<file path="src/rtl/bfs_pkg.sv">
// Package for the breadth-first search core: sizes, action and status codes,
// and the command and status structs between controller and datapath.
// No dependencies; every other file in rtl/ but bfs_ram refers to it by scoped names.
package bfs_pkg;

	localparam int MAX_VERTICES = 64;
	localparam int MAX_EDGES    = 256;

	// Fixed field widths of the item, the result status and the vertex count register.
	localparam int ACTION_W = 2;
	localparam int VERT_W   = 6;
	localparam int STATUS_W = 2;
	localparam int VCOUNT_W = 7;

	// Widths derived from the store sizes.
	localparam int VIDX_W     = $clog2(MAX_VERTICES);
	localparam int QPTR_W     = $clog2(MAX_VERTICES + 1);
	localparam int EIDX_W     = $clog2(MAX_EDGES);
	localparam int ECNT_W     = $clog2(MAX_EDGES + 1);
	localparam int EDGE_RAM_W = VIDX_W + 1 + EIDX_W;

	localparam logic [ACTION_W-1:0] ACT_ADD      = 2'd0;
	localparam logic [ACTION_W-1:0] ACT_TRAVERSE = 2'd1;
	localparam logic [ACTION_W-1:0] ACT_CLEAR    = 2'd2;

	localparam logic [STATUS_W-1:0] ST_OK    = 2'd0;
	localparam logic [STATUS_W-1:0] ST_FULL  = 2'd1;
	localparam logic [STATUS_W-1:0] ST_RANGE = 2'd2;

	// Configuration port.
	localparam int PADDR_W = 3;
	localparam int PDATA_W = 32;
	localparam logic [PADDR_W-1:0] ADDR_VERTEX_COUNT = 3'd0;
	localparam logic [VCOUNT_W-1:0] VCOUNT_RESET = 7'd64;

	typedef struct packed {
		logic                accept;
		logic                load_status;
		logic [STATUS_W-1:0] status;
		logic                add_commit;
		logic                clear_lists;
		logic                trav_init;
		logic                fifo_pop;
		logic                head_rd_cur;
		logic                load_cur;
		logic                edge_rd_head;
		logic                edge_visit;
		logic                push_result;
		logic                push_pend;
		logic                push_last;
	} dp_cmd_t;

	typedef struct packed {
		logic [ACTION_W-1:0] action;
		logic                edge_ok;
		logic                start_ok;
		logic                full;
		logic                q_nonempty;
		logic                pend_valid;
		logic                head_ok;
		logic                next_valid;
		logic                out_free;
	} dp_status_t;

endpackage

</file>
<file path="src/rtl/bfs_cfg.sv">
// APB-style configuration register block holding vertex_count.
// Depends on bfs_pkg for the address map and reset value.
module bfs_cfg (
	input  logic                          clk,
	input  logic                          arst_n,
	input  logic                          psel,
	input  logic                          penable,
	input  logic                          pwrite,
	input  logic [bfs_pkg::PADDR_W-1:0]   paddr,
	input  logic [bfs_pkg::PDATA_W-1:0]   pwdata,
	output logic [bfs_pkg::PDATA_W-1:0]   prdata,
	output logic                          pready,
	output logic [bfs_pkg::VCOUNT_W-1:0]  vertex_count
);

	logic [bfs_pkg::VCOUNT_W-1:0] vertex_count_q;
	logic                         wr_en;

	assign pready = 1'b1;
	assign wr_en  = psel && penable && pwrite && pready
		&& (paddr == bfs_pkg::ADDR_VERTEX_COUNT);

	always_ff @(posedge clk or negedge arst_n) begin
		if (!arst_n) begin
			vertex_count_q <= bfs_pkg::VCOUNT_RESET;
		end else if (wr_en) begin
			vertex_count_q <= pwdata[bfs_pkg::VCOUNT_W-1:0];
		end
	end

	assign prdata = (paddr == bfs_pkg::ADDR_VERTEX_COUNT)
		? bfs_pkg::PDATA_W'(vertex_count_q) : '0;
	assign vertex_count = vertex_count_q;

endmodule

</file>
<file path="config.mk">
export PLATFORM = sky130hd
export DESIGN_NAME = bfs_cfg
export DESIGN_NICKNAME = d
export VERILOG_FILES = /design/src/rtl/bfs_pkg.sv /design/src/rtl/bfs_cfg.sv
export SDC_FILE = /design/constraint.sdc
export NUM_CORES = 1
export LEC_CHECK = 0
export BUFFER_PORTS_ARGS = -buffer_cell sky130_fd_sc_hd__buf_2
export CORE_MARGIN = 4
export CORE_UTILIZATION = 29
export CTS_CLUSTER_DIAMETER = 200
export CTS_CLUSTER_SIZE = 28
export DETAILED_ROUTE_END_ITERATION = 10
export PLACE_DENSITY = 0.79
export REMOVE_ABC_BUFFERS = 1
export SYNTH_ARGS = -nofsm -noshare
export SYNTH_HDL_FRONTEND = slang
export SYNTH_SLANG_ARGS = --single-unit
</file>
<file path="constraint.sdc">
create_clock -name clk -period 0.85 [get_ports clk]
set_input_delay 0.17 -clock clk [delete_from_list [all_inputs] [get_ports clk]]
set_output_delay 0.17 -clock clk [all_outputs]
set_load 0.01 [all_outputs]
</file>
* Yosys cells after proc, flatten, opt, wreduce, memory -nomap -nowiden
Index checks and enable logic that the tools add are counted.
** Word-level totals
- Register bits :: 7
** Operators by class
- Muxes and demuxes :: 1
- Reduce and logical (&&, ||, !) cells :: 4
** Operators with widths (count)
- $mux 7 :: 1
- $logic_and 1x1->1 :: 3
- $logic_not 3->1 :: 1

* Longest topological paths before layout
Gate-level depths: netlist (run 1).
- Depth in word-level cells :: 3
- Mapped depth :: 4
- Gate-level depth less buffers :: 3

* Least setup slack after synthesis (run 1)
No wires, ideal clock.
- Path type :: in2reg
- Start :: input paddr[1] (netlist bit)
- End :: register vertex_count_q, in the netlist vertex_count[0]
- Setup time :: 0.125 ns
- Arrival time :: 1.100 ns
- Path slack :: -0.375 ns
- Stages :: 4
- Cell sequence :: nor3_2 > and4_1 > buf_6 > mux2_2
** On the way
- Word-level cells in the longest chain between the ends :: 2
** RTL lines
- start: declaration :: RTL line bfs_cfg.sv:9 : input logic [bfs_pkg::PADDR_W-1:0] paddr,
- $logic_not 3->1 :: RTL line bfs_cfg.sv:21 : && (paddr == bfs_pkg::ADDR_VERTEX_COUNT);
- $logic_and 1x1->1 :: RTL line bfs_cfg.sv:21
- end signal: assignment :: RTL line bfs_cfg.sv:25 : vertex_count_q <= bfs_pkg::VCOUNT_RESET;
- end signal: assignment :: RTL line bfs_cfg.sv:27 : vertex_count_q <= pwdata[bfs_pkg::VCOUNT_W-1:0];
- end: declaration :: RTL line bfs_cfg.sv:16 : logic [bfs_pkg::VCOUNT_W-1:0] vertex_count_q;
No other way between the ends.
A chain may end at the register's enable or synchronous reset.

* Worst setup path in the final report (run 1)
- Start :: register vertex_count_q, in the netlist vertex_count[6]
- End :: output prdata[6] (netlist bit)
** On the way
- Word-level cells in the longest chain between the ends :: 1
** RTL lines
- $mux 7 :: RTL line bfs_cfg.sv:32 : ? bfs_pkg::PDATA_W'(vertex_count_q) : '0;
- end: declaration :: RTL line bfs_cfg.sv:11 : output logic [bfs_pkg::PDATA_W-1:0] prdata,
No other way between the ends.

==> results of run 1 <==
==> area by class of cell <==
class                   count  area share [%]
repair buffers             39           39.39
well taps                  25           3.634
flip-flops and latches      7           20.49
multi-input cells          42           33.43
clock buffers               4           3.052
==> worst paths after layout <==
kind,from,end,slack [ns],cells past startpoint
max in group asynchronous,arst_n,vertex_count[6]$_DFFE_PN1P_,0.34,2
min in group asynchronous,arst_n,vertex_count[4]$_DFFE_PN0P_,0.27,2
setup / recovery,vertex_count[6]$_DFFE_PN1P_,prdata[6],-0.33,2
hold / removal,pwdata[3],vertex_count[3]$_DFFE_PN0P_,0.15,2
hold reg to reg,vertex_count[3]$_DFFE_PN0P_,vertex_count[3]$_DFFE_PN0P_,0.55,1
setup reg to reg,vertex_count[2]$_DFFE_PN0P_,vertex_count[2]$_DFFE_PN0P_,-0.14,3
==> where the power goes <==
| part | leakage (nW) | internal [mW] | switching [mW] |
|---|---|---|---|
| Clock | 0.0150 | 0.180 | 0.130 |
| Combinational | 0.372 | 0.352 | 0.216 |
| Sequential | 0.0872 | 0.406 | 0.0484 |
| Total | 0.474 | 0.938 | 0.394 |
==> stage by stage <==
step	area, um^2	TNS (ns)
2_1_floorplan	424.2	-2.938
3_3_place_gp	618.1	-4.058
3_5_place_dp	618.1	-4.272
4_1_cts	839.6	-3.666
5_1_grt	860.8	-4.509
6_report	860.8	-3.805
==> logic make-up after synthesis <==
| logic type | Yosys count | synth area share [%] |
|---|---|---|
| buffers and inverters | 27 | 38.19 |
| and+or+nand+nor | 9 | 13.19 |
| DFF | 7 | 32.64 |
| muxes | 7 | 14.58 |
| other | 2 | 1.389 |
==> what timing repair did <==
item                                   4_1_cts  5_1_grt
hold buffers                                 1        0
setup buffers                                5        2
resized for setup                           35        1
endpoints found under the hold margin        7        0
setup endpoints to repair                   21       21
pin swaps                                    2        1
==> synthesized netlist by cell type, drive strengths merged <==
library cell and number:
and2 7, dfstp 1, mux2 7, nor3 1
conb 2, and4 1, dfrtp 6, buf 27
==> per-layer routing <==
metal / vias to the layer above / routed length (um)
met3: 0 / 175
li1: 194 / -
met1: 201 / 487
met2: 29 / 748
met4: 0 / 0
met5: - / 0
==> impl_metrics.csv, run 1 <==
group,metric,value,unit
layout,fillers,171,
floorplan,fp.dieW,51.17,um
grt,first_global_vias,454,
layout,area_growth,59.26,%
power,peakVddDrop,0.5486,mV
grt,met1_usage,11.19,%
grt,grtUsageMet2,19.74,%
timing,fin_ws,-0.3265,ns
floorplan,rows,15,
hold_path,hold_path.class,"in2reg",
floorplan,die_area,2618,um^2
placed_design,dp_hpwl,959.7,um
setup_path,path_buf_inv,1,
grt,overflow,0,
clocking,h-tree-depth,1,
layout,fin_cells,117,
detailed_routing,drc_errors,0,
grt,met3_usage,4.956,%
placed_design,place.gp.congestion,0.5337,
synthesis,ys_seq_elements,7,
layout,seqCellArea,176.4,um^2
job,drv_cap,0,
setup_path,crit_path_end_kind,"output port",
detailed_routing,postRouteWirelength,1.411,mm
synthesis,synthTopCellsByArea,"buf_4 (36%), dfrtp_1 (28%), mux2_2 (15%)",
layout,final_common_cell,"conb_1",
detailed_routing,antenna_left,0,
grt,grt_antenna_before_repair,0,
detailed_routing,vias,424,
synthesis,yosysSeqAreaShare,32.64,%
timing,slew_viol_final,0,
floorplan,core-area,1745,um^2
grt,grt_pass1_wl,2.104,mm
timing,finalHoldViolations,0,
synthesis,yosysTopAreaCell,"buf_4",
power,p_total,1.331,mW
layout,drive_gt1_share,63.04,%
grt,grtUsageTotal,11.06,%
floorplan,ios,80,
clocking,clk_latency,0.25,ns
clocking,clkTransAtPathRegs,0.06,ns
synthesis,synth_top_cell_area_share,36.11,%
detailed_routing,drt_pass1_iterations,1,
setup_path,cp_top_family,"flip-flops",
floorplan,die_y,51.17,um
run_status,status,"finished, violations left",
setup_path,slowest_stage,"dfstp_2",
placed_design,preCtsSetupSlack,-0.4302,ns
clocking,cts_root_buffer,"clkbuf_4",
timing,holdWs,0.1531,ns
synthesis,yosysWarnings,0,
power,power_density,1547,nW/um^2
setup_path,crit_fanout,3,
timing,period_share,138.4,%
detailed_routing,via_per_inst,3.624,
clocking,cts_tree,"built",
setup_path,cp_cell_sequence,"and2_4, buf_6",
layout,final_cell_mix,"conb_1 (26), buf_6 (21), buf_2 (14)",
placed_design,numPortBuffers,28,
clocking,cts.sinks,7,
grt,top_usage_layer,"met2",
setup_path,cp.required,0.68,ns
setup_path,critPathKind,"reg2out",
floorplan,initial_utilization,30.97,%
layout,largest_register_ffs,7,
synthesis,synthCells,52,
synthesis,synth.avg_cell_area,10.39,um^2
layout,fin_util,49.32,%
power,p_leak,0.4740,nW
timing,post-route-min-period,1.177,ns
grt,grt_max_degree,8,
layout,layout.nets,133,
synthesis,syn_area,540.5,um^2
timing,setup_viol,21,
timing,finClkSkew,0,ns
run_status,failed_checks,"negative setup slack",
detailed_routing,wl_per_cell,12.06,um
setup_path,arrival,1.01,ns
timing,rsz0062_at_grt,"yes",
detailed_routing,initialDrtViolationCount,0,
clocking,cts-buffers-inserted,3,
placed_design,dp.cells,105,
clocking,clockBufferDepth,2,
timing,max_freq,850.0,MHz
synthesis,synth.distinct_cells,9,
setup_path,startpoint_type,"flip-flop",
layout,multi_input_comb_area,287.8,um^2
setup_path,max_stage_delay,0.54,ns
layout,antenna_cells,0,
Power figures use the tool's default switching activity.
==> inputs of run 2 (changes only) <==
--- a/config.mk
+++ b/config.mk
@@ -11,8 +11,10 @@
 export CTS_CLUSTER_DIAMETER = 200
 export CTS_CLUSTER_SIZE = 28
 export DETAILED_ROUTE_END_ITERATION = 10
+export MAX_ROUTING_LAYER = met4
 export PLACE_DENSITY = 0.79
 export REMOVE_ABC_BUFFERS = 1
+export SETUP_SLACK_MARGIN = 0.2
 export SYNTH_ARGS = -nofsm -noshare
 export SYNTH_HDL_FRONTEND = slang
 export SYNTH_SLANG_ARGS = --single-unit
==> impl_metrics.csv, run 2 (synthesis gave the netlist of run 1 again) <==
group,metric,value,unit
detailed_routing,via_per_inst,3.607,
timing,finalHoldViolations,0,
detailed_routing,drc_errors,0,
setup_path,ff2ff_path_depth,3,
detailed_routing,wl_per_cell,12.06,um
placed_design,dp_hpwl,959.7,um
clocking,clkTransAtPathRegs,0.06,ns
layout,largest_register_ffs,7,
timing,tns,-3.810,ns
clocking,cts_root_buffer,"clkbuf_4",
job,drv_cap,0,
run_status,failed_checks,"negative setup slack",
timing,fin_ws,-0.3270,ns
detailed_routing,vias,422,
layout,final_common_cell,"conb_1",
detailed_routing,postRouteWirelength,1.411,mm
hold_path,hold_path.class,"in2reg",
timing,period_share,138.5,%
power,power_density,1548,nW/um^2
power,p_leak,0.4740,nW
run_status,status,"finished, violations left",
clocking,cts.sinks,7,
hold_path,hold_end,"vertex_count[3]$_DFFE_PN0P_",
timing,slew_viol_final,0,
timing,finClkSkew,0,ns
detailed_routing,initialDrtViolationCount,0,
grt,grt_antenna_before_repair,0,
placed_design,numPortBuffers,28,
clocking,cts-buffers-inserted,3,
grt,grtUsageMet2,19.74,%
placed_design,place.gp.congestion,0.5350,
floorplan,die_y,51.17,um
detailed_routing,antenna_left,0,
grt,grtUsageTotal,11.35,%
power,peakVddDrop,0.5484,mV
floorplan,rows,15,
grt,grt_max_degree,8,
layout,area_growth,59.26,%
layout,design_area,860.8,um^2
hold_path,whs_path_depth,2,
hold_path,hp-start,"pwdata[3]",
clocking,h-tree-depth,1,
grt,top_usage_layer,"met2",
setup_path,critPathKind,"reg2out",
setup_path,arrival,1.01,ns
floorplan,die_area,2618,um^2
clocking,clockBufferDepth,2,
detailed_routing,drt_pass1_iterations,1,
timing,post-route-min-period,1.177,ns
setup_path,rrSetupSlack,-0.14,ns
setup_path,cp.required,0.68,ns
grt,overflow,0,
clocking,cts_tree,"built",
setup_path,crit_fanout,3,
setup_path,startpoint_type,"flip-flop",
layout,drive_gt1_share,63.04,%
floorplan,core-area,1745,um^2
timing,setup_viol,21,
setup_path,r2r-end,"vertex_count[2]$_DFFE_PN0P_",
setup_path,reg2reg_from,"vertex_count[2]$_DFFE_PN0P_",
layout,antenna_cells,0,
floorplan,initial_utilization,30.97,%
grt,met1_usage,11.01,%
floorplan,ios,80,
placed_design,place_area,618.1,um^2
power,p_total,1.332,mW
layout,layout.nets,133,
setup_path,crit_path_end_kind,"output port",
layout,final_cell_mix,"conb_1 (26), buf_6 (21), buf_2 (14)",
grt,first_global_vias,456,
clocking,clk_latency,0.25,ns
timing,max_freq,849.6,MHz
floorplan,fp.dieW,51.17,um
grt,met3_usage,5.248,%
timing,rsz0062_at_grt,"yes",
grt,grt_pass1_wl,2.097,mm
run 2: worst max-delay path by stage:
stage	from	end	slack (ns)	cells after the start
final	vertex_count[6]$_DFFE_PN1P_	prdata[6]	-0.33	2
after global routing	vertex_count[6]$_DFFE_PN1P_	prdata[6]	-0.37	2
after CTS	vertex_count[6]$_DFFE_PN1P_	prdata[6]	-0.33	2
after detailed placement	paddr[1]	vertex_count[4]$_DFFE_PN0P_	-0.43	5
after global placement	paddr[1]	vertex_count[5]$_DFFE_PN0P_	-0.40	5
after floorplan	paddr[1]	vertex_count[0]$_DFFE_PN0P_	-0.42	3
run 2: layout make-up:
cell class | instances | area, um^2
fillers | 171 | 884.6
well taps | 25 | 31.28
multi-input cells | 42 | 287.8
repair buffers | 39 | 339.1
flip-flops and latches | 7 | 176.4
clock buffers | 4 | 26.28
run 2: report_power, final:
| part | internal [mW] | switching [mW] | total [mW] | leakage (nW) |
|---|---|---|---|---|
| combinational | 0.352 | 0.216 | 0.568 | 0.372 |
| clock | 0.180 | 0.130 | 0.310 | 0.0150 |
| sequential | 0.406 | 0.0486 | 0.455 | 0.0872 |
run 2: through the flow:
step,std cells,setup WS (ns),hold WS (ns),util [%]
after global routing,117,-0.3654,0.1408,49.32
after CTS,115,-0.3259,0.1453,48.10
after global placement,105,-0.4028,0.007701,35.41
final,117,-0.3270,0.1531,49.32
after floorplan,49,-0.4228,-0.1256,-
after detailed placement,105,-0.4302,0.01814,35.41
run 2: what timing repair did:
item	CTS	global route
setup buffers	5	2
gates resized for setup	35	1
endpoints found under the setup margin	21	21
hold buffers	1	0
endpoints found under the hold margin	7	0
pin swaps	2	1
run 2: metal layers:
metal,wire [um],vias to the layer above
met5,0,-
met4,0,0
met3,176,0
met2,749,29
met1,485,199
li1,-,194
run 2: worst max-delay path, stage by stage (launching register included):
cell and delay [ns]:
dfstp_2 0.54, and2_4 0.13, buf_6 0.09
==> inputs of run 3 (changes only) <==
--- a/config.mk
+++ b/config.mk
@@ -6,13 +6,13 @@
 export NUM_CORES = 1
 export LEC_CHECK = 0
 export BUFFER_PORTS_ARGS = -buffer_cell sky130_fd_sc_hd__buf_2
-export CORE_MARGIN = 4
+export CORE_MARGIN = 1.5
 export CORE_UTILIZATION = 29
 export CTS_CLUSTER_DIAMETER = 200
 export CTS_CLUSTER_SIZE = 28
 export DETAILED_ROUTE_END_ITERATION = 10
 export MAX_ROUTING_LAYER = met4
-export PLACE_DENSITY = 0.79
+export PLACE_DENSITY_LB_ADDON = 0.08
 export REMOVE_ABC_BUFFERS = 1
 export SETUP_SLACK_MARGIN = 0.2
 export SYNTH_ARGS = -nofsm -noshare
==> impl_metrics.csv, run 3 (synthesis gave the netlist of run 1 again) <==
group,metric,value,unit
timing,period_share,138.2,%
setup_path,r2r-end,"vertex_count[1]$_DFFE_PN0P_",
grt,overflow,0,
timing,setup_viol,21,
setup_path,ff2ff_path_depth,3,
layout,seqCellArea,176.4,um^2
power,power_density,1502,nW/um^2
layout,drive_gt1_share,64.13,%
detailed_routing,antenna_left,0,
clocking,clockBufferDepth,2,
detailed_routing,initialDrtViolationCount,4,
detailed_routing,dr_wl_met2,498,um
setup_path,critPathCapture,"prdata[6]",
layout,antenna_cells,0,
setup_path,critPathKind,"reg2out",
run_status,failed_checks,"negative setup slack",
placed_design,dp.cells,105,
placed_design,place.gp.congestion,0.5277,
grt,first_global_vias,345,
detailed_routing,via_per_inst,3.650,
power,p_leak,0.4786,nW
floorplan,rows,15,
setup_path,arrival,1.01,ns
timing,max_freq,851.0,MHz
layout,multi_input_comb_area,287.8,um^2
clocking,cts-buffers-inserted,3,
placed_design,dp_hpwl,749.5,um
floorplan,core-area,1745,um^2
clocking,cts_tree,"built",
run_status,status,"finished, violations left",
grt,grtUsageTotal,10.74,%
setup_path,cp.required,0.68,ns
detailed_routing,wl_per_cell,8.880,um
setup_path,rrSetupSlack,-0.13,ns
timing,finClkSkew,0,ns
layout,fin_util,49.82,%
timing,post-route-min-period,1.175,ns
clocking,cts_root_buffer,"clkbuf_4",
setup_path,worstSetupStartpoint,"vertex_count[6]$_DFFE_PN1P_",
layout,fin_cells,117,
floorplan,die_y,46.17,um
floorplan,fp.dieW,46.17,um
power,peakVddDrop,0.8017,mV
clocking,clkTransAtPathRegs,0.05,ns
timing,slew_viol_final,0,
detailed_routing,vias,427,
detailed_routing,met1_length,430,um
timing,finalHoldViolations,0,
clocking,clk_latency,0.25,ns
floorplan,ios,80,
layout,area_growth,60.88,%
clocking,h-tree-depth,1,
grt,grt_pass1_wl,1.469,mm
detailed_routing,dr_wl_met3,109,um
timing,rsz0062_at_grt,"yes",
detailed_routing,postRouteWirelength,1.039,mm
floorplan,initial_utilization,30.97,%
setup_path,crit_fanout,3,
layout,final_cell_mix,"conb_1 (26), buf_6 (23), buf_2 (14)",
grt,grt_antenna_before_repair,0,
setup_path,startpoint_type,"flip-flop",
setup_path,reg2reg_from,"vertex_count[1]$_DFFE_PN0P_",
detailed_routing,drc_errors,0,
layout,final_common_cell,"conb_1",
detailed_routing,highest_layer,"met3",
clocking,cts.sinks,7,
detailed_routing,drt_pass1_iterations,4,
layout,largest_register_ffs,7,
placed_design,preCtsSetupSlack,-0.4550,ns
timing,fin_ws,-0.3251,ns
hold_path,hold_path.class,"in2reg",
floorplan,die_area,2132,um^2
layout,fillers,188,
job,drv_cap,0,
placed_design,numPortBuffers,28,
grt,grt_max_degree,8,
layout,layout.nets,133,
setup_path,crit_path_end_kind,"output port",
run 3: changes by cell type in the layout (fill, tap and decap cells not counted):
cell	change
buf_4	-2
buf_6	+2
clkbuf_1	-1
clkinv_2	+1
run 3: layout make-up:
class | count | share of cell area [%]
clock buffers | 3 | 2.590
repair buffers | 39 | 39.86
clock inverters | 1 | 0.5755
flip-flops and latches | 7 | 20.29
multi-input cells | 42 | 33.09
well taps | 25 | 3.597
run 3: metrics by stage:
step | TNS, ns | power (mW) | hold slack, ns | area [um^2]
after global routing | -4.502 | 1.403 | 0.1379 | 869.6
after global placement | -4.379 | 0.7373 | 0.01228 | 618.1
final | -3.841 | 1.306 | 0.1485 | 869.6
after floorplan | -2.938 | 0.6096 | -0.1256 | 424.2
after detailed placement | -4.493 | 0.7390 | 0.01503 | 618.1
after CTS | -3.735 | 1.301 | 0.1388 | 852.1
run 3: how the worst min path moves through the flow:
stage | from | to | slack, ns | cells past startpoint
detailed placement | arst_n | vertex_count[5]$_DFFE_PN0P_ | 0.02 | 1
global route | pwdata[0] | vertex_count[0]$_DFFE_PN0P_ | 0.14 | 2
finish | pwdata[0] | vertex_count[0]$_DFFE_PN0P_ | 0.15 | 2
global placement | arst_n | vertex_count[5]$_DFFE_PN0P_ | 0.01 | 1
floorplan | arst_n | vertex_count[0]$_DFFE_PN0P_ | -0.13 | 0
CTS | pwdata[0] | vertex_count[0]$_DFFE_PN0P_ | 0.14 | 2
run 3: power by group:
group	total, mW	leakage, nW	internal (mW)	switching [mW]
Sequential	0.452	0.0872	0.406	0.0460
Combinational	0.564	0.374	0.358	0.206
Clock	0.290	0.0177	0.171	0.118
Total	1.31	0.479	0.936	0.370
run 3: worst max-delay path, cell delays in order, from the launching register on:
cell and delay [ns]:
dfstp_2 0.53, and2_4 0.13, buf_6 0.09
run 3: repair_timing:
item                                    CTS  global route
pin swaps                                 2             2
cloned                                    0             0
gates resized for setup                  36             2
endpoints found under the hold margin     7             0
endpoints found under the setup margin   21            21
hold buffers                              1             0
setup buffers                             6             1
run 3: routing by layer:
metal / track usage [%] / vias to the layer above
met5: - / -
met4: 5.143 / 0
li1: - / 194
met3: 4.706 / 0
met1: 13.33 / 197
met2: 14.72 / 36
