==> src/rtl/bfs_pkg.sv <==
// Package for the breadth-first search core: sizes, action and status codes,
// and the command and status structs between controller and datapath.
// No dependencies; every other file in rtl/ but bfs_ram refers to it by scoped names.
package bfs_pkg;

	localparam int MAX_VERTICES = 64;
	localparam int MAX_EDGES    = 256;

	// Fixed field widths of the item, the result status and the vertex count register.
	localparam int ACTION_W = 2;
	localparam int VERT_W   = 6;
	localparam int STATUS_W = 2;
	localparam int VCOUNT_W = 7;

	// Widths derived from the store sizes.
	localparam int VIDX_W     = $clog2(MAX_VERTICES);
	localparam int QPTR_W     = $clog2(MAX_VERTICES + 1);
	localparam int EIDX_W     = $clog2(MAX_EDGES);
	localparam int ECNT_W     = $clog2(MAX_EDGES + 1);
	localparam int EDGE_RAM_W = VIDX_W + 1 + EIDX_W;

	localparam logic [ACTION_W-1:0] ACT_ADD      = 2'd0;
	localparam logic [ACTION_W-1:0] ACT_TRAVERSE = 2'd1;
	localparam logic [ACTION_W-1:0] ACT_CLEAR    = 2'd2;

	localparam logic [STATUS_W-1:0] ST_OK    = 2'd0;
	localparam logic [STATUS_W-1:0] ST_FULL  = 2'd1;
	localparam logic [STATUS_W-1:0] ST_RANGE = 2'd2;

	// Configuration port.
	localparam int PADDR_W = 3;
	localparam int PDATA_W = 32;
	localparam logic [PADDR_W-1:0] ADDR_VERTEX_COUNT = 3'd0;
	localparam logic [VCOUNT_W-1:0] VCOUNT_RESET = 7'd64;

	typedef struct packed {
		logic                accept;
		logic                load_status;
		logic [STATUS_W-1:0] status;
		logic                add_commit;
		logic                clear_lists;
		logic                trav_init;
		logic                fifo_pop;
		logic                head_rd_cur;
		logic                load_cur;
		logic                edge_rd_head;
		logic                edge_visit;
		logic                push_result;
		logic                push_pend;
		logic                push_last;
	} dp_cmd_t;

	typedef struct packed {
		logic [ACTION_W-1:0] action;
		logic                edge_ok;
		logic                start_ok;
		logic                full;
		logic                q_nonempty;
		logic                pend_valid;
		logic                head_ok;
		logic                next_valid;
		logic                out_free;
	} dp_status_t;

endpackage

==> src/rtl/bfs_ctrl.sv <==
// Controller state machine of the breadth-first search core.
// Depends on bfs_pkg for the command and status structs and the codes.
module bfs_ctrl (
	input  logic                clk,
	input  logic                arst_n,
	input  logic                in_valid,
	output logic                in_ready,
	input  bfs_pkg::dp_status_t st,
	output bfs_pkg::dp_cmd_t    cmd
);

	localparam logic [2:0] S_IDLE   = 3'd0;
	localparam logic [2:0] S_DECODE = 3'd1;
	localparam logic [2:0] S_ADD_WR = 3'd2;
	localparam logic [2:0] S_RESULT = 3'd3;
	localparam logic [2:0] S_POP    = 3'd4;
	localparam logic [2:0] S_HEAD   = 3'd5;
	localparam logic [2:0] S_LIST   = 3'd6;
	localparam logic [2:0] S_EDGE   = 3'd7;

	logic [2:0] state_q;
	logic [2:0] state_nxt;

	always_ff @(posedge clk or negedge arst_n) begin
		if (!arst_n) begin
			state_q <= S_IDLE;
		end else begin
			state_q <= state_nxt;
		end
	end

	always_comb begin
		cmd       = '0;
		in_ready  = 1'b0;
		state_nxt = state_q;
		case (state_q)
			S_IDLE: begin
				in_ready = 1'b1;
				if (in_valid) begin
					cmd.accept = 1'b1;
					state_nxt  = S_DECODE;
				end
			end
			S_DECODE: begin
				case (st.action)
					bfs_pkg::ACT_ADD: begin
						if (!st.edge_ok) begin
							cmd.load_status = 1'b1;
							cmd.status      = bfs_pkg::ST_RANGE;
							state_nxt       = S_RESULT;
						end else if (st.full) begin
							cmd.load_status = 1'b1;
							cmd.status      = bfs_pkg::ST_FULL;
							state_nxt       = S_RESULT;
						end else begin
							// The head of the source list is being read this cycle.
							state_nxt = S_ADD_WR;
						end
					end
					bfs_pkg::ACT_CLEAR: begin
						cmd.clear_lists = 1'b1;
						cmd.load_status = 1'b1;
						cmd.status      = bfs_pkg::ST_OK;
						state_nxt       = S_RESULT;
					end
					bfs_pkg::ACT_TRAVERSE: begin
						if (!st.start_ok) begin
							cmd.load_status = 1'b1;
							cmd.status      = bfs_pkg::ST_RANGE;
							state_nxt       = S_RESULT;
						end else begin
							cmd.trav_init = 1'b1;
							state_nxt     = S_POP;
						end
					end
					default: begin
						state_nxt = S_IDLE;
					end
				endcase
			end
			S_ADD_WR: begin
				cmd.add_commit  = 1'b1;
				cmd.load_status = 1'b1;
				cmd.status      = bfs_pkg::ST_OK;
				state_nxt       = S_RESULT;
			end
			S_RESULT: begin
				if (st.out_free) begin
					cmd.push_result = 1'b1;
					state_nxt       = S_IDLE;
				end
			end
			S_POP: begin
				// The vertex popped before is sent only once it is known whether it is last.
				if (st.q_nonempty) begin
					if (!st.pend_valid || st.out_free) begin
						cmd.push_pend = st.pend_valid;
						cmd.fifo_pop  = 1'b1;
						state_nxt     = S_HEAD;
					end
				end else if (st.out_free) begin
					cmd.push_pend = 1'b1;
					cmd.push_last = 1'b1;
					state_nxt     = S_IDLE;
				end
			end
			S_HEAD: begin
				cmd.load_cur    = 1'b1;
				cmd.head_rd_cur = 1'b1;
				state_nxt       = S_LIST;
			end
			S_LIST: begin
				if (st.head_ok) begin
					cmd.edge_rd_head = 1'b1;
					state_nxt        = S_EDGE;
				end else begin
					state_nxt = S_POP;
				end
			end
			S_EDGE: begin
				cmd.edge_visit = 1'b1;
				if (!st.next_valid) begin
					state_nxt = S_POP;
				end
			end
			default: begin
				state_nxt = S_IDLE;
			end
		endcase
	end

endmodule

==> config.mk <==
export PLATFORM = sky130hd
export DESIGN_NAME = bfs_ctrl
export DESIGN_NICKNAME = d
export VERILOG_FILES = /design/src/rtl/bfs_pkg.sv /design/src/rtl/bfs_ctrl.sv
export SDC_FILE = /design/constraint.sdc
export NUM_CORES = 1
export LEC_CHECK = 0
export BUFFER_PORTS_ARGS = -buffer_cell sky130_fd_sc_hd__buf_2
export CAP_MARGIN = 20
export CORE_AREA = 2 2 39 41
export DETAILED_ROUTE_END_ITERATION = 10
export DIE_AREA = 0 0 41 43
export GPL_TIMING_DRIVEN = 1
export SYNTH_ARGS = -nofsm -noshare
export SYNTH_HDL_FRONTEND = slang
export SYNTH_SLANG_ARGS = --single-unit
==> constraint.sdc <==
create_clock -name clk -period 2 [get_ports clk]
set_clock_uncertainty 0.15 [all_clocks]
set_input_delay 0.4 -clock clk [delete_from_list [all_inputs] [get_ports clk]]
set_output_delay 0.4 -clock clk [all_outputs]
set_load 0.05 [all_outputs]
* After elaboration in Yosys (flattened, before gate mapping)
Index checks and enable logic that the tools add are counted.
** Word-level totals
- Register bits after elaboration :: 3
- Input port bits :: 13
- Output and inout port bits :: 16
- Word-level logic and storage cells :: 56
** Cells by class
- Equal/unequal tests :: 12
- Mux-type cells :: 38
- Reduce and logical (&&, ||, !) cells :: 5
** Operator list (number)
- $mux W3 :: 9
- $pmux W3 S8 :: 1
- $mux W1 :: 20
- $pmux W3 S3 :: 2
- $eq A3 B3 Y1 const B :: 4
- $mux W2 :: 5
- $eq A3 B2 Y1 const B :: 2
- $pmux W3 S2 :: 1
- $ne A2 B2 Y1 const B :: 2
- $eq A3 B1 Y1 const B :: 1
- $logic_not A3 Y1 :: 1
- $ne A3 B3 Y1 const B :: 1
- $reduce_and A3 Y1 :: 1
- $eq A2 B1 Y1 const B :: 1
- $eq A2 B2 Y1 const B :: 1
- $logic_not A2 Y1 :: 1
- $logic_not A1 Y1 :: 1
- $logic_or A1 B1 Y1 :: 1

* Depth between registers and ports, before layout
Gate-level depths: netlist (run 1).
- Depth in word-level cells :: 5
- Gate-level depth with buffers :: 5
- Depth with buffers taken out :: 4

* Worst setup path before layout (run 1)
Ideal clock, no wire load.
- Kind :: register -> output
- Start :: reg state_q[1]
- End :: out cmd[13] in the netlist's numbering
- Arrival :: 2.119 ns
- Data required time :: 1.450 ns
- Slack :: -0.669 ns
- Cell stages (with the launch flop) :: 4
- Path buffers :: 1
- Path through :: dfrtp_1 > buf_6 > nor3b_1 > o21bai_4
** RTL lines
- start, declared :: RTL line bfs_ctrl.sv:21 : logic [2:0] state_q;
- start signal, assigned :: RTL line bfs_ctrl.sv:28 : state_q <= state_nxt;
- end, declared :: RTL line bfs_ctrl.sv:9 : output bfs_pkg::dp_cmd_t cmd

==> run_results.csv, run 1 <==
group,metric,value,unit
critical_path,r2r_setup_slack,240,ps
sta,hold_violations,0,
global_routing,grt_max_degree,18,
die,num_io_pins,29,
critical_path,critPathMaxFanout,6,
synth,yosys.cell_count.top_type,"nand2_1",
sta,slew_headroom,78.1,%
min_path,holdCritPathClass,"in -> async",
power_and_ir_drop,ir_drop,1.02,mV
clock_network,clkTransAtPathRegs,40,ps
critical_path,r2r-end,"state_q[0]$_DFFE_PN0P_",
critical_path,start_kind,"flip-flop",
synth,ys_types,35,
drt,vias,517,
die,chipWidth,41,um
drt,avgViaCountPerCell,4.97,
outcome,violations,"setup timing",
global_routing,grt_usage,14.8,%
sta,finalCritPeriodShare,102,%
sta,tightest_slew,325,ps
power_and_ir_drop,total_power,0.00120,W
layout,largest_register_ff_count,3,
global_routing,grt_pass1_wl,1680,um
sta,layout_setup_ws,-32.6,ps
critical_path,path_class,"reg -> out",
synth,async_flop_share,100,%
outcome,status,"finished, violations left",
critical_path,required,1450,ps
synth,synthTopCellsByCount,"nand2_1 (6), nor3_1 (4), dfrtp_1 (3)",
critical_path,worst_setup_path_end_kind,"output port",
layout,diodes,0,
die,start_util,30.8,%
layout,final_area,743,um2
die,die_h,43,um
clock_network,root_buffer,"clkbuf_4",
drt,wl_per_cell,11.6,um
drt,dr.pass1.iters,2,
clock_network,clockBufferDepth,2,
global_routing,gr-usage-met2,21.6,%
layout,drive_gt1_share,65.9,%
critical_path,worstPathArrival,1480,ps
global_routing,overflow,0,
synth,synthDominantCellAreaShare,17.6,%
layout,largest_registers,"state_q x3",
sta,rsz0062_at_grt,"yes",
drt,totalWireLength,1210,um
job,drv_cap,0,
die,core,1380,um2
synth,syn-num-nets,66,
synth,yosysWarnings,0,
sta,fmax,492,MHz
global_routing,top_usage_layer,"met2",
power_and_ir_drop,power.leakage,0.387,nW
global_routing,met3_usage,4.19,%
critical_path,reg2reg_depth,5,
placed_design,dp_slack,89.6,ps
sta,maxSlewViolCount,0,
drt,drc,0,
synth,synth_flop_cell,"dfrtp_1",
synth,synth_largest_area_cell,"dfrtp_1",
global_routing,met1_usage,16.7,%
sta,setup_viol,1,
synth,avgSynthCellArea,8.05,um2
die,die_area,1760,um2
placed_design,numPortBuffers,28,
synth,synthCells,53,
synth,synth_edf_count,0,
global_routing,antenna_found_initial,0,
synth,ys_ff_latch,3,
sta,min_period,2030,ps
global_routing,grt_pass1_vias,415,
clock_network,clock_latency,250,ps
drt,ant_nets,0,
drt,drt_iter0_markers,7,
layout,top_register,"state_q",
power_and_ir_drop,power.density,1620,nW/um2
layout,areaGrowthSynthToFinish,74.2,%
placed_design,place_congestion,0.683,
critical_path,r2r_start,"state_q[1]$_DFFE_PN0P_",
placed_design,dp_hpwl,853,um
synth,ys_top_cells_by_area,"dfrtp_1 (18%), buf_6 (5.3%), nand2_1 (5.3%)",
synth,synth_area,427,um2
layout,final_cells,104,
clock_network,clock-sinks,3,
clock_network,h-tree-depth,1,
die,rows,14,
layout,nets,102,
clock_network,cts_buffers,3,
clock_network,cts_tree,"done",
placed_design,dp.cells,96,
synth,ys_seq_area_share,17.6,%
placed_design,placed_cell_area,601,um2
## through the flow
| stage | utilization, % | hold WS [ps] | setup TNS, ps |
|---|---|---|---|
| 6_report | 53.7 | 322 | -32.6 |
| 5_1_grt | 53.7 | 320 | -252 |
| 4_1_cts | 49.2 | 318 | -51.9 |
| 3_5_place_dp | 43.4 | 46.0 | 0 |
| 3_3_place_gp | 43.4 | 47.6 | 0 |
| 2_1_floorplan | - | -45.6 | -321 |
## worst max-delay path, stage by stage, from the launching register on
cell	delay, ps
dfrtp_2	450
nor3b_4	220
nor2b_4	190
and4b_1	210
buf_6	160
## final cells by class
type                       count  area (um2)
fill                         141         641
multi-input combinational     43         354
timing repair buffer          36         258
sequential                     3        77.6
clock buffer                   4        26.3
tap                           16        20.0
inverter                       2        7.51
## cell usage in the layout, fill, tap and decap left out, types with 2 or more instances in the layout
master	count
o21ai_0	2
clkbuf_4	6
nor3_2	4
buf_2	18
inv_1	2
dfrtp_2	2
nand2_1	5
buf_4	8
nor2_2	2
buf_6	4
buf_8	2
## where the power goes
part / internal [W] / switching (W)
Combinational: 0.000398 / 0.000536
Clock: 0.0000752 / 0.0000389
Sequential: 0.0000980 / 0.0000557
## kinds of logic (layout without fill, tap and decap cells)
logic type      count (synthesis)  after routing  share of synthesized area, %
compound gates                 11             11                          22.0
buf+inv                         7             42                          11.1
flops                           3              3                          17.6
simple gates                   32             32                          49.3
## worst max path at each step
stage | from | to | slack (ps) | cells after the start
CTS | state_q[1]$_DFFE_PN0P_ | cmd[11] | -30 | 4
global route | state_q[1]$_DFFE_PN0P_ | cmd[11] | -90 | 4
finish | state_q[1]$_DFFE_PN0P_ | cmd[11] | -30 | 4
floorplan | state_q[0]$_DFFE_PN0P_ | cmd[14] | -240 | 4
global placement | state_q[0]$_DFFE_PN0P_ | cmd[11] | 130 | 4
detailed placement | state_q[0]$_DFFE_PN0P_ | cmd[8] | 90 | 4
## metal layers
layer / vias up / part of all wire (%)
met2: 28 / 50
met4: 0 / 1.3
met5: - / 0
met1: 221 / 39
met3: 2 / 9.4
li1: 266 / -
## what timing repair did
action | in CTS | in global routing
gates resized for setup | 12 | 16
hold endpoints to repair | 3 | 0
hold buffers | 1 | 0
setup buffers | 1 | 2
setup endpoints to repair | 5 | 11
pin swaps | 2 | 2
Note: power is estimated with default switching activity, not from simulation.
==> run 2, diff against run 1 <==
--- a/config.mk
+++ b/config.mk
@@ -7,10 +7,13 @@
 export LEC_CHECK = 0
 export BUFFER_PORTS_ARGS = -buffer_cell sky130_fd_sc_hd__buf_2
 export CAP_MARGIN = 20
-export CORE_AREA = 2 2 39 41
+export CELL_PAD_IN_SITES_DETAIL_PLACEMENT = 1
+export CELL_PAD_IN_SITES_GLOBAL_PLACEMENT = 1
+export CORE_MARGIN = 2
+export CORE_UTILIZATION = 26
 export DETAILED_ROUTE_END_ITERATION = 10
-export DIE_AREA = 0 0 41 43
 export GPL_TIMING_DRIVEN = 1
+export PLACE_DENSITY_LB_ADDON = 0.1
 export SYNTH_ARGS = -nofsm -noshare
 export SYNTH_HDL_FRONTEND = slang
 export SYNTH_SLANG_ARGS = --single-unit
==> run_results.csv, run 2 (same netlist as run 1, synthesis figures left out) <==
group,metric,value,unit
outcome,status,"finished, violations left",
outcome,violations,"setup timing",
placed_design,placed_cell_area,601,um2
die,die_h,44.5,um
job,drv_cap,0,
layout,top_register,"state_q",
die,chipWidth,44.5,um
drt,dr.pass1.iters,2,
sta,setup_viol,1,
power_and_ir_drop,ir_drop,0.897,mV
layout,largest_register_ff_count,3,
critical_path,crit_chain,"nor3b_2, nor2b_4, and4b_1, buf_6",
die,rows,14,
critical_path,r2r_start,"state_q[2]$_DFFE_PN0P_",
critical_path,r2r_setup_slack,340,ps
sta,slew_headroom,80.1,%
drt,wl_per_cell,12.1,um
critical_path,critPathMaxFanout,4,
global_routing,grt_pass1_wl,1990,um
placed_design,place_congestion,0.684,
clock_network,clock-sinks,3,
layout,final_cell_mix,"buf_2 (20), buf_4 (8), nand2_1 (5), buf_6 (5), nor3_2 (4)",
drt,totalWireLength,1250,um
placed_design,numPortBuffers,28,
sta,maxSlewViolCount,0,
min_path,holdCritPathClass,"in -> async",
global_routing,antenna_found_initial,0,
global_routing,grt_usage,13.5,%
critical_path,reg2reg_depth,4,
critical_path,worst_setup_path_end_kind,"output port",
critical_path,path_class,"reg -> out",
layout,areaGrowthSynthToFinish,68.3,%
power_and_ir_drop,power.density,1570,nW/um2
layout,drive_gt1_share,63.2,%
drt,vias,515,
sta,fmax,497,MHz
sta,rsz0062_at_grt,"yes",
critical_path,slowest_delay,410,ps
die,start_util,28.0,%
global_routing,grt_pass1_vias,471,
sta,finalHoldWorstSlack,355,ps
die,die_area,1980,um2
clock_network,clockBufferDepth,2,
layout,final_common_cell,"buf_2",
critical_path,worstPathArrival,1460,ps
sta,setup_tns,-13.2,ps
critical_path,required,1450,ps
layout,largest_registers,"state_q x3",
global_routing,grt_max_degree,18,
critical_path,r2r-end,"state_q[0]$_DFFE_PN0P_",
critical_path,cp_slowest_cell,"dfrtp_1",
sta,min_period,2010,ps
layout,final_area,718,um2
drt,drc,0,
sta,tightest_slew,298,ps
global_routing,overflow,0,
power_and_ir_drop,power.leakage,0.379,nW
layout,fillerInstances,207,
clock_network,clock_latency,230,ps
critical_path,start_kind,"flip-flop",
die,core,1520,um2
drt,avgViaCountPerCell,5.00,
placed_design,dp_hpwl,968,um
layout,diodes,0,
clock_network,cts_tree,"done",
sta,finalCritPeriodShare,101,%
sta,hold_violations,0,
die,num_io_pins,29,
clock_network,root_buffer,"clkbuf_4",
drt,ant_nets,0,
clock_network,clkTransAtPathRegs,40,ps
clock_network,h-tree-depth,1,
drt,drt_iter0_markers,4,
clock_network,cts_buffers,3,
sta,layout_setup_ws,-13.2,ps
layout,nets,101,
## run 2: cell count changes in the layout (fill, tap and decap cells not counted), moves of 2 or more
cell      delta
buf_2        +2
dfrtp_2      -2
dfrtp_1      +2
clkbuf_4     -3
## run 2: routing by layer
metal | vias up | GRT usage (%) | wire length (um)
met5 | - | 0 | 0
met4 | 0 | 5.45 | 0
met3 | 0 | 2.45 | 86
met2 | 21 | 22.9 | 581
met1 | 234 | 16.7 | 581
li1 | 260 | - | -
## run 2: cell type report
cell class / instances / area, um2 / area share, %
clock buffer: 4 / 26.3 / 3.66
inverter: 2 / 7.51 / 1.05
multi-input combinational: 43 / 348 / 48.4
sequential: 3 / 75.1 / 10.5
tap: 16 / 20.0 / 2.79
timing repair buffer: 35 / 241 / 33.6
## run 2: per-stage QoR
step | worst slack (ps) | util, % | power, W | std cells
2_1_floorplan | -238 | - | 0.000784 | 53
3_3_place_gp | 150 | 39.4 | 0.000932 | 96
3_5_place_dp | 104 | 39.4 | 0.000933 | 96
4_1_cts | -26.4 | 45.2 | 0.00110 | 101
5_1_grt | -94.0 | 47.1 | 0.00121 | 103
6_report | -13.2 | 47.1 | 0.00113 | 103
## run 2: worst max path at each step
stage                           startpoint  endpoint  slack, ps  depth (start not counted)
floorplan           state_q[0]$_DFFE_PN0P_   cmd[14]       -240                          4
global placement    state_q[1]$_DFFE_PN0P_   cmd[11]        150                          4
detailed placement  state_q[1]$_DFFE_PN0P_    cmd[8]        100                          4
CTS                 state_q[1]$_DFFE_PN0P_   cmd[11]        -30                          4
global route        state_q[1]$_DFFE_PN0P_   cmd[11]        -90                          4
finish              state_q[1]$_DFFE_PN0P_   cmd[11]        -10                          4
## run 2: where the power goes
part	switching (W)	internal [W]	total (W)
clock	0.0000299	0.0000747	0.000105
sequential	0.0000296	0.0000939	0.000123
combinational	0.000549	0.000349	0.000899
total	0.000609	0.000518	0.00113
## run 2: repair_timing
item | CTS | global route
setup endpoints to repair | 8 | 7
pin swaps | 2 | 5
resized for setup | 16 | 4
endpoints found under the hold margin | 3 | 0
setup buffers | 0 | 2
hold buffers | 1 | 0
## run 2: critical path: cells and delay by family (launching register included)
family / cells / cell delay, ps
buf+inv: 1 / 160
flops: 1 / 410
simple gates: 3 / 670
==> run 3, diff against run 2 <==
--- a/config.mk
+++ b/config.mk
@@ -14,6 +14,7 @@
 export DETAILED_ROUTE_END_ITERATION = 10
 export GPL_TIMING_DRIVEN = 1
 export PLACE_DENSITY_LB_ADDON = 0.1
+export REMOVE_ABC_BUFFERS = 1
 export SYNTH_ARGS = -nofsm -noshare
 export SYNTH_HDL_FRONTEND = slang
 export SYNTH_SLANG_ARGS = --single-unit
==> run_results.csv, run 3 (same netlist as run 1, synthesis figures left out) <==
group,metric,value,unit
outcome,status,"finished, violations left",
outcome,violations,"setup timing",
clock_network,h-tree-depth,1,
drt,drt_iter0_markers,3,
die,num_io_pins,29,
critical_path,worstPathArrival,1480,ps
clock_network,clock_latency,240,ps
die,start_util,28.0,%
sta,finalCritPeriodShare,102,%
global_routing,grt_pass1_wl,2330,um
drt,wl_per_cell,13.8,um
sta,min_period,2030,ps
global_routing,grt_usage,16.1,%
sta,fmax,492,MHz
drt,totalWireLength,1430,um
clock_network,clockBufferDepth,2,
clock_network,cts_tree,"done",
job,drv_cap,0,
clock_network,cts_buffers,3,
critical_path,path_class,"reg -> out",
layout,fillerInstances,197,
global_routing,grt_pass1_vias,544,
layout,top_register,"state_q",
layout,nets,102,
layout,final_cell_mix,"buf_2 (19), buf_4 (9), nand2_1 (4), clkbuf_4 (4)",
layout,drive_gt1_share,64.8,%
layout,final_common_cell,"buf_2",
min_path,holdCritPathClass,"in -> async",
power_and_ir_drop,power.leakage,0.383,nW
drt,drc,0,
drt,ant_nets,0,
critical_path,reg2reg_depth,5,
power_and_ir_drop,power.density,1600,nW/um2
layout,multiInputGateArea,355,um2
layout,largest_registers,"state_q x3",
sta,slew_headroom,82.9,%
clock_network,clkTransAtPathRegs,40,ps
placed_design,place_congestion,0.689,
critical_path,worst_setup_path_end_kind,"output port",
die,die_h,44.5,um
sta,setup_viol,2,
power_and_ir_drop,ir_drop,1.10,mV
placed_design,dp_slack,106,ps
layout,areaGrowthSynthToFinish,74.5,%
drt,dr.pass1.iters,4,
die,die_area,1980,um2
critical_path,required,1450,ps
die,rows,14,
global_routing,antenna_found_initial,0,
sta,layout_setup_ws,-30.5,ps
clock_network,root_buffer,"clkbuf_4",
die,chipWidth,44.5,um
critical_path,r2r_start,"state_q[2]$_DFFE_PN0P_",
sta,setup_tns,-49.3,ps
layout,largest_register_ff_count,3,
critical_path,r2r_setup_slack,230,ps
sta,maxSlewViolCount,0,
layout,ff_latch_area,76.3,um2
drt,vias,530,
placed_design,numPortBuffers,28,
critical_path,critPathMaxFanout,3,
layout,diodes,0,
sta,rsz0062_at_grt,"yes",
clock_network,clock-sinks,3,
critical_path,start_kind,"flip-flop",
die,core,1520,um2
drt,avgViaCountPerCell,5.10,
critical_path,r2r-end,"state_q[0]$_DFFE_PN0P_",
placed_design,dp_hpwl,1010,um
global_routing,grt_max_degree,12,
sta,tightest_slew,256,ps
sta,hold_violations,0,
global_routing,overflow,0,
-- run 3: power by group --
group	internal [W]	switching (W)
clock	0.0000751	0.0000366
combinational	0.000377	0.000562
sequential	0.0000959	0.0000447
total	0.000548	0.000644
-- run 3: per-stage QoR --
stage / cells / utilization [%] / hold WS [ps] / instance area (um2) / power [W]
global route: 104 / 48.9 / 345 / 744 / 0.00128
floorplan: 48 / - / -45.6 / 387 / 0.000692
detailed placement: 97 / 38.3 / 45.1 / 584 / 0.000928
global placement: 97 / 38.3 / 46.0 / 584 / 0.000923
CTS: 103 / 44.5 / 321 / 678 / 0.00110
finish: 104 / 48.9 / 329 / 744 / 0.00119
-- run 3: timing repair --
action                     in CTS  in global routing
setup buffers                   1                  1
gates resized for setup        15                 17
hold buffers                    1                  0
setup endpoints to repair       7                 11
pin swaps                       2                  3
hold endpoints to repair        3                  0
-- run 3: how the worst max path moves through the flow --
stage                                       from       to  slack, ps  cells after the start
after floorplan           state_q[2]$_DFFE_PN0P_  cmd[13]       -740                      2
after global placement    state_q[1]$_DFFE_PN0P_  cmd[11]        160                      4
after detailed placement  state_q[1]$_DFFE_PN0P_  cmd[11]        110                      4
after CTS                 state_q[1]$_DFFE_PN0P_  cmd[11]        -20                      4
after global routing      state_q[1]$_DFFE_PN0P_  cmd[11]       -110                      4
final                     state_q[2]$_DFFE_PN0P_  cmd[11]        -30                      4
-- run 3: area by class of cell --
| class | count | area share, % |
|---|---|---|
| inverters | 2 | 1.01 |
| clock buffers | 4 | 3.53 |
| multi-input cells | 43 | 47.7 |
| well taps | 16 | 2.69 |
| flip-flops and latches | 3 | 10.3 |
| repair buffers | 36 | 34.8 |
-- run 3: critical path, cell delays in order, from the launching register on --
cell and delay (ps):
dfrtp_1 410, nor3b_4 260, nor2b_4 200, and4b_1 210
buf_6 160
-- run 3: routing by layer --
metal	GRT usage, %	part of all wire (%)	up-vias
met5	0	0	-
met4	10.9	2.1	0
met3	1.22	4.1	3
met2	26.4	49	20
met1	19.9	45	245
li1	-	-	262
